File: src/sv/mdht_pkg.sv
// mdht_pkg: shared types, codes and defaults for the MAC-to-domain hash table.
// No dependencies; used by every module of the block except mdht_ram.
package mdht_pkg;

    localparam int NUM_BUCKETS_DEF = 64;
    localparam int WAYS_DEF        = 4;

    localparam int MAC_W  = 48;
    localparam int DOM_W  = 8;
    localparam int OCC_W  = 9;
    localparam int SLOT_W = MAC_W + DOM_W;

    // action codes
    localparam logic [1:0] ACT_INSERT = 2'd0;
    localparam logic [1:0] ACT_LOOKUP = 2'd1;
    localparam logic [1:0] ACT_REMOVE = 2'd2;
    localparam logic [1:0] ACT_CLEAR  = 2'd3;

    // status codes
    localparam logic [1:0] STAT_OK        = 2'd0;
    localparam logic [1:0] STAT_NOT_FOUND = 2'd1;
    localparam logic [1:0] STAT_FULL      = 2'd2;

    // slot read offset select, relative to the slot index counter
    localparam logic [1:0] RD_PREV = 2'd0;
    localparam logic [1:0] RD_CUR  = 2'd1;
    localparam logic [1:0] RD_NEXT = 2'd2;

    typedef struct packed {
        logic [1:0]       action;
        logic [MAC_W-1:0] mac_addr;
        logic [DOM_W-1:0] domain_id;
    } req_t;

    typedef struct packed {
        logic             hit;
        logic [DOM_W-1:0] found_domain;
        logic [1:0]       status;
        logic [OCC_W-1:0] occupancy;
    } rsp_t;

    typedef struct packed {
        logic       load_req;
        logic       hash_mul;
        logic       hash_mod;
        logic       base_calc;
        logic       idx_load_fill;
        logic       idx_clear;
        logic       idx_inc;
        logic       idx_dec;
        logic       slot_rd;
        logic [1:0] rd_sel;
        logic       wr_shift;
        logic       wr_new;
        logic       fill_inc;
        logic       fill_dec;
        logic       clr_wr;
        logic       cnt_inc;
        logic       cnt_dec;
        logic       cnt_clr;
        logic       res_set;
        logic       res_hit;
        logic [1:0] res_status;
        logic       out_load;
    } cmd_t;

    typedef struct packed {
        logic [1:0] action;
        logic       full;
        logic       idx_zero;
        logic       scan_end;
        logic       rm_last;
        logic       match;
        logic       clr_last;
    } sts_t;

endpackage

File: src/sv/mdht_ctrl.sv
// mdht_ctrl: sequencing state machine of the hash table.
// Depends on mdht_pkg (cmd_t, sts_t, action and status codes).
module mdht_ctrl (
    input  logic           clk,
    input  logic           rst_n,
    input  logic           in_valid,
    output logic           in_ready,
    output logic           out_valid,
    input  logic           out_ready,
    input  mdht_pkg::sts_t sts,
    output mdht_pkg::cmd_t cmd
);

    localparam logic [3:0] S_RST_CLR  = 4'd0;
    localparam logic [3:0] S_IDLE     = 4'd1;
    localparam logic [3:0] S_MUL      = 4'd2;
    localparam logic [3:0] S_MOD      = 4'd3;
    localparam logic [3:0] S_BASE     = 4'd4;
    localparam logic [3:0] S_DISP     = 4'd5;
    localparam logic [3:0] S_INS_LOOP = 4'd6;
    localparam logic [3:0] S_INS_MV   = 4'd7;
    localparam logic [3:0] S_INS_WR   = 4'd8;
    localparam logic [3:0] S_SCAN     = 4'd9;
    localparam logic [3:0] S_CHK      = 4'd10;
    localparam logic [3:0] S_RM_LOOP  = 4'd11;
    localparam logic [3:0] S_RM_MV    = 4'd12;
    localparam logic [3:0] S_CLR      = 4'd13;
    localparam logic [3:0] S_DONE     = 4'd14;

    logic [3:0] state_reg, state_next;
    logic       out_valid_reg, out_valid_next;

    always_ff @(posedge clk or negedge rst_n)
    begin
        if (!rst_n)
        begin
            state_reg     <= S_RST_CLR;
            out_valid_reg <= 1'b0;
        end
        else
        begin
            state_reg     <= state_next;
            out_valid_reg <= out_valid_next;
        end
    end

    always_comb
    begin
        cmd        = '0;
        state_next = state_reg;
        case (state_reg)
            S_RST_CLR:
            begin
                cmd.clr_wr = 1'b1;
                if (sts.clr_last)
                begin
                    state_next = S_IDLE;
                end
            end
            S_IDLE:
            begin
                if (in_valid)
                begin
                    cmd.load_req = 1'b1;
                    state_next   = S_MUL;
                end
            end
            S_MUL:
            begin
                cmd.hash_mul = 1'b1;
                state_next   = (sts.action == mdht_pkg::ACT_CLEAR) ? S_CLR : S_MOD;
            end
            S_MOD:
            begin
                cmd.hash_mod = 1'b1;
                state_next   = S_BASE;
            end
            S_BASE:
            begin
                cmd.base_calc = 1'b1;
                state_next    = S_DISP;
            end
            S_DISP:
            begin
                if (sts.action == mdht_pkg::ACT_INSERT)
                begin
                    if (sts.full)
                    begin
                        cmd.res_set    = 1'b1;
                        cmd.res_status = mdht_pkg::STAT_FULL;
                        state_next     = S_DONE;
                    end
                    else
                    begin
                        cmd.idx_load_fill = 1'b1;
                        state_next        = S_INS_LOOP;
                    end
                end
                else
                begin
                    cmd.idx_clear = 1'b1;
                    state_next    = S_SCAN;
                end
            end
            S_INS_LOOP:
            begin
                if (sts.idx_zero)
                begin
                    state_next = S_INS_WR;
                end
                else
                begin
                    cmd.slot_rd = 1'b1;
                    cmd.rd_sel  = mdht_pkg::RD_PREV;
                    state_next  = S_INS_MV;
                end
            end
            S_INS_MV:
            begin
                cmd.wr_shift = 1'b1;
                cmd.idx_dec  = 1'b1;
                state_next   = S_INS_LOOP;
            end
            S_INS_WR:
            begin
                cmd.wr_new     = 1'b1;
                cmd.fill_inc   = 1'b1;
                cmd.cnt_inc    = 1'b1;
                cmd.res_set    = 1'b1;
                cmd.res_status = mdht_pkg::STAT_OK;
                state_next     = S_DONE;
            end
            S_SCAN:
            begin
                if (sts.scan_end)
                begin
                    cmd.res_set    = 1'b1;
                    cmd.res_status = mdht_pkg::STAT_NOT_FOUND;
                    state_next     = S_DONE;
                end
                else
                begin
                    cmd.slot_rd = 1'b1;
                    cmd.rd_sel  = mdht_pkg::RD_CUR;
                    state_next  = S_CHK;
                end
            end
            S_CHK:
            begin
                if (sts.match)
                begin
                    cmd.res_set    = 1'b1;
                    cmd.res_hit    = 1'b1;
                    cmd.res_status = mdht_pkg::STAT_OK;
                    state_next     = (sts.action == mdht_pkg::ACT_REMOVE) ? S_RM_LOOP : S_DONE;
                end
                else
                begin
                    cmd.idx_inc = 1'b1;
                    state_next  = S_SCAN;
                end
            end
            S_RM_LOOP:
            begin
                if (sts.rm_last)
                begin
                    cmd.fill_dec = 1'b1;
                    cmd.cnt_dec  = 1'b1;
                    state_next   = S_DONE;
                end
                else
                begin
                    cmd.slot_rd = 1'b1;
                    cmd.rd_sel  = mdht_pkg::RD_NEXT;
                    state_next  = S_RM_MV;
                end
            end
            S_RM_MV:
            begin
                cmd.wr_shift = 1'b1;
                cmd.idx_inc  = 1'b1;
                state_next   = S_RM_LOOP;
            end
            S_CLR:
            begin
                cmd.clr_wr = 1'b1;
                if (sts.clr_last)
                begin
                    cmd.cnt_clr    = 1'b1;
                    cmd.res_set    = 1'b1;
                    cmd.res_status = mdht_pkg::STAT_OK;
                    state_next     = S_DONE;
                end
            end
            S_DONE:
            begin
                // wait until the output register is free or being drained
                if (!out_valid_reg || out_ready)
                begin
                    cmd.out_load = 1'b1;
                    state_next   = S_IDLE;
                end
            end
            default:
            begin
                state_next = S_RST_CLR;
            end
        endcase
    end

    always_comb
    begin
        out_valid_next = out_valid_reg;
        if (out_valid_reg && out_ready)
        begin
            out_valid_next = 1'b0;
        end
        if (cmd.out_load)
        begin
            out_valid_next = 1'b1;
        end
    end

    assign in_ready  = (state_reg == S_IDLE);
    assign out_valid = out_valid_reg;

endmodule

File: config.mk
export PLATFORM = sky130hd
export DESIGN_NAME = mdht_ctrl
export DESIGN_NICKNAME = d
export VERILOG_FILES = /design/src/sv/mdht_pkg.sv /design/src/sv/mdht_ctrl.sv
export SDC_FILE = /design/constraint.sdc
export NUM_CORES = 1
export LEC_CHECK = 0
export BUFFER_PORTS_ARGS = -buffer_cell sky130_fd_sc_hd__buf_2
export CAP_MARGIN = 20
export CORE_ASPECT_RATIO = 1.1
export CORE_MARGIN = 1
export CORE_UTILIZATION = 25
export CTS_CLUSTER_SIZE = 24
export DETAILED_ROUTE_END_ITERATION = 8
export PLACE_DENSITY = 0.53
export SETUP_SLACK_MARGIN = 0.5
export SLEW_MARGIN = 0
export SYNTH_ARGS = -nofsm -noshare
export SYNTH_HDL_FRONTEND = slang
export SYNTH_SLANG_ARGS = --single-unit
File: constraint.sdc
create_clock -name clk -period 2.6 [get_ports clk]
set_input_delay 0.52 -clock clk [delete_from_list [all_inputs] [get_ports clk]]
set_output_delay 0.52 -clock clk [all_outputs]
set_load 0.005 [all_outputs]
Yosys cells after proc, flatten, opt, wreduce, memory -nomap -nowiden --
Cells that the tools add are included. Widths: inputs -> output; s select.
Storage, ports and cells: register bits 5, input port bits 12
Cells by class: eq/ne operators 20, muxes and demuxes 51, reduce and logical (&&, ||, !) cells 9
Operator list (number):
- $pmux 4 s15 | 1
- $mux 4 | 9
- $eq 4x4->1 const B | 7
- $mux 1 | 25
- $mux 3 | 6
- $eq 4x3->1 const B | 4
- $mux 2 | 6
- $pmux 3 s3 | 1
- $eq 4x2->1 const B | 2
- $ne 2x2->1 const B | 4
- $pmux 2 s3 | 1
- $pmux 1 s5 | 1
- $eq 2x2->1 const B | 2
- $eq 4x1->1 const B | 1
- $logic_not 4->1 | 1
- $reduce_and 4->1 | 1
- $reduce_or 2->1 | 2
- $logic_not 2->1 | 1
- $pmux 1 s2 | 1
- $reduce_bool 2->1 | 1
- $logic_and 1x1->1 | 1
- $logic_not 1->1 | 1
- $logic_or 1x1->1 | 1

Logic depth before layout (Yosys ltp) --
word-level depth 5, depth in mapped cells 6, depth with buffers taken out 4

Least setup slack after synthesis --
Ideal clock, no wire load.
kind register -> output, start register state_reg[1], end output cmd[4] in the netlist's numbering, arrival time 1.343 ns, slack 0.737 ns, cell stages (with the launch flop) 5, path buffers 1, cells stage by stage dfrtp_1 -> buf_6 -> and4bb_2 -> and3_1 -> or4b_1
RTL lines:
- start, declared | line mdht_ctrl.sv:30 | logic [3:0] state_reg, state_next;
- start signal, assigned | line mdht_ctrl.sv:42 | state_reg <= state_next;
- end, declared | line mdht_ctrl.sv:11 | output mdht_pkg::cmd_t cmd

==> impl_metrics.toml <==
[critical_path]
setup.worst_path.start_class = "register"
crit_family = "simple AND/OR/NAND/NOR gates"
r2r_end = "state_reg[2]"
crit_chain = "and4bb_2, and3_4, or4b_1, buf_2"
reg2reg_from = "state_reg[3]"
worstSetupPathType = "reg -> out"
crit_buf_inv = 1
cp_slowest_cell = "or4b_1"
slowest_delay_ns = 0.45
crit_required_ns = 2.08
end_kind = "output port"
path_depth = 4
cp_max_fo = 6
reg2reg_depth = 6
arrival_ns = 1.68
r2r_setup_slack_ns = 0.71

[cts]
cts-buffers-inserted = 3
postCtsHoldBufs = 0
cts-htree-levels = 1
cts-root-buf = "clkbuf_4"
cts_tree = "yes"
clockBufferDepth = 2
cts_sinks = 5
clk_pin_slew_ns = 0.05
clk_latency_ns = 0.24

[placed_design]
place_congestion = 0.815
placedCellCount = 171
placed_area_sq_um = 960
hpwl_microns = 1880
io_buffer_count = 37

[sta]
slew-limit-headroom = 0.729
finalSetupViolations = 0
hold_viol_final = 0
tightest_slew_ns = 0.404
fin_setup_tns_ns = 0
drv_slew = 0
fmax_mhz = 454
fin_crit_ns = 2.20
grt_setup_unrepaired = "yes"
min_period_over_period = 0.846
finClkSkew_ns = 0.000774

[layout]
nets = 169
postLayoutCellArea_sq_um = 1180
area_growth_pct = 51.7
post_route_cells_drive_above_1_share = 0.526
stdcell_count = 189
largest_register_ffs = 4
diodes = 0

[global_route]
grt_pass1_vias = 937
grt_pass1_wl_microns = 4150
grt_overflow = 0
grt_start_max_net_pins = 18
grt.total_usage = 0.157
antenna_found_initial = 0

[floorplan]
core-area_sq_um = 2850
die_x_microns = 55.2
die_y_microns = 60.6
dieArea_sq_um = 3350
rows = 20
io_pins = 38
start_util = 0.273

[run_status]
status = "complete, no violations"

[yosys]
synth_top_cell_area_share = 0.161
synth.area.top_cells = "dfrtp_1 16%, nand2b_1 5.6%, nor2_1 4.8%, buf_2 4.5%, nor3_1 4.5%"
ys_seq_elements = 5
syn_area_per_cell_sq_um = 7.15
synth_edf_count = 0
synth_flop_cell = "dfrtp_1"
syn_inst = 109
syn_area_sq_um = 779
synth_commonest_cells = "10 x nor2_1, 9 x nand2_1, 7 x buf_2, 7 x nand2b_1, 7 x nor3_1"
ys_types = 40
synthArstFlopShare = 1.00
syn_nets = 121
synth-seq-area-share = 0.161
yosysTopAreaCell = "dfrtp_1"
yosys_warnings = 0
synth_most_common_cell = "nor2_1"

[job]
maxCapViolCount = 0

[drt]
via_per_inst = 5.50
drtIter0Drc = 17
avgRoutedWirePerCell_microns = 14.2
vias = 1040
detail_route.drc_violations = 0
routed_wl_microns = 2680
detail-route-antenna-nets = 0
firstDrtPassIters = 4

[power_and_ir_drop]
powerDensity_nw_per_um2 = 1120
vdd_drop_max_mv = 0.516
power_mw = 1.33
leakagePower_nw = 0.589

[worst_hold_path]
hold_path.class = "in -> async"
## power breakdown
part           leakage [nW]  total, mW  internal, mW  switching, mW
Combinational         0.516       1.06         0.524          0.534
Sequential           0.0581      0.175         0.122         0.0531
Clock                0.0150     0.0926        0.0582         0.0344
Total                 0.589       1.33         0.704          0.621
## cell families (layout without fill, tap and decap cells)
group                  Yosys count  count (layout)  share of synthesized area
and+or+nand+nor                 61              61                      0.454
AOI/OAI and AO/OA               24              24                      0.246
buffers and inverters           18              65                      0.127
DFF                              5               5                      0.161
muxes                            1               1                     0.0128
## per-layer routing
metal / wire length, microns / part of all wire / global-route usage
met1: 1090 / 0.41 / 0.178
met2: 1360 / 0.51 / 0.293
met4: 39 / 0.015 / 0.0679
met5: 0 / 0 / 0
met3: 190 / 0.071 / 0.0320
## cell usage in the layout (no fill, tap or decap), drive strengths merged, types with 2 or more instances in the layout
| master | Yosys | layout |
|---|---|---|
| nor2 | 10 | 10 |
| nand2b | 7 | 7 |
| dfrtp | 5 | 5 |
| a22o | 2 | 2 |
| or2 | 3 | 3 |
| a21oi | 5 | 5 |
| nand3 | 5 | 5 |
| and2 | 3 | 3 |
| nor4b | 3 | 3 |
| clkbuf | 0 | 4 |
| buf | 12 | 55 |
| or4b | 2 | 2 |
| nor2b | 4 | 4 |
| o21ai | 2 | 2 |
| a32oi | 3 | 3 |
| inv | 6 | 6 |
| o221ai | 2 | 2 |
| nand2 | 9 | 9 |
| nor3 | 7 | 7 |
## final cells by class
class / instances / area (sq um)
Inverter: 6 / 22.5
Clock buffer: 4 / 26.3
Fill cell: 300 / 1670
Multi-Input combinational cell: 86 / 621
Timing Repair Buffer: 55 / 342
Tap cell: 33 / 41.3
Sequential cell: 5 / 130
## worst max path at each step
stage | start | endpoint | slack (ns)
2_1_floorplan | state_reg[1] | cmd[4] | 0.74
3_3_place_gp | state_reg[2] | cmd[4] | 0.49
3_5_place_dp | state_reg[2] | cmd[4] | 0.46
4_1_cts | state_reg[2] | cmd[4] | 0.39
5_1_grt | state_reg[2] | cmd[4] | 0.35
6_report | state_reg[2] | cmd[4] | 0.40
## worst register-to-register path: cells and delay by family (launching register included)
kind	cells	cell delay, ns
AND/OR/NAND/NOR	2	0.65
flip-flops	1	0.44
buffers and inverters	2	0.32
AO/OA/AOI/OAI	2	0.37
## through the flow
step                       util  setup WS (ns)  hold WS, ns
after CTS                 0.389          0.389       0.0735
after global routing      0.414          0.346       0.0823
final                     0.414          0.399       0.0857
after detailed placement  0.336          0.460        0.344
after floorplan               -          0.737        0.224
after global placement    0.336          0.491        0.343
## timing repair
item	CTS	global route
gates resized for setup	11	12
pin swaps	2	3
endpoints found under the setup margin	11	13
buffers inserted	12	2
No activity file was read; power rests on OpenSTA's default activity.
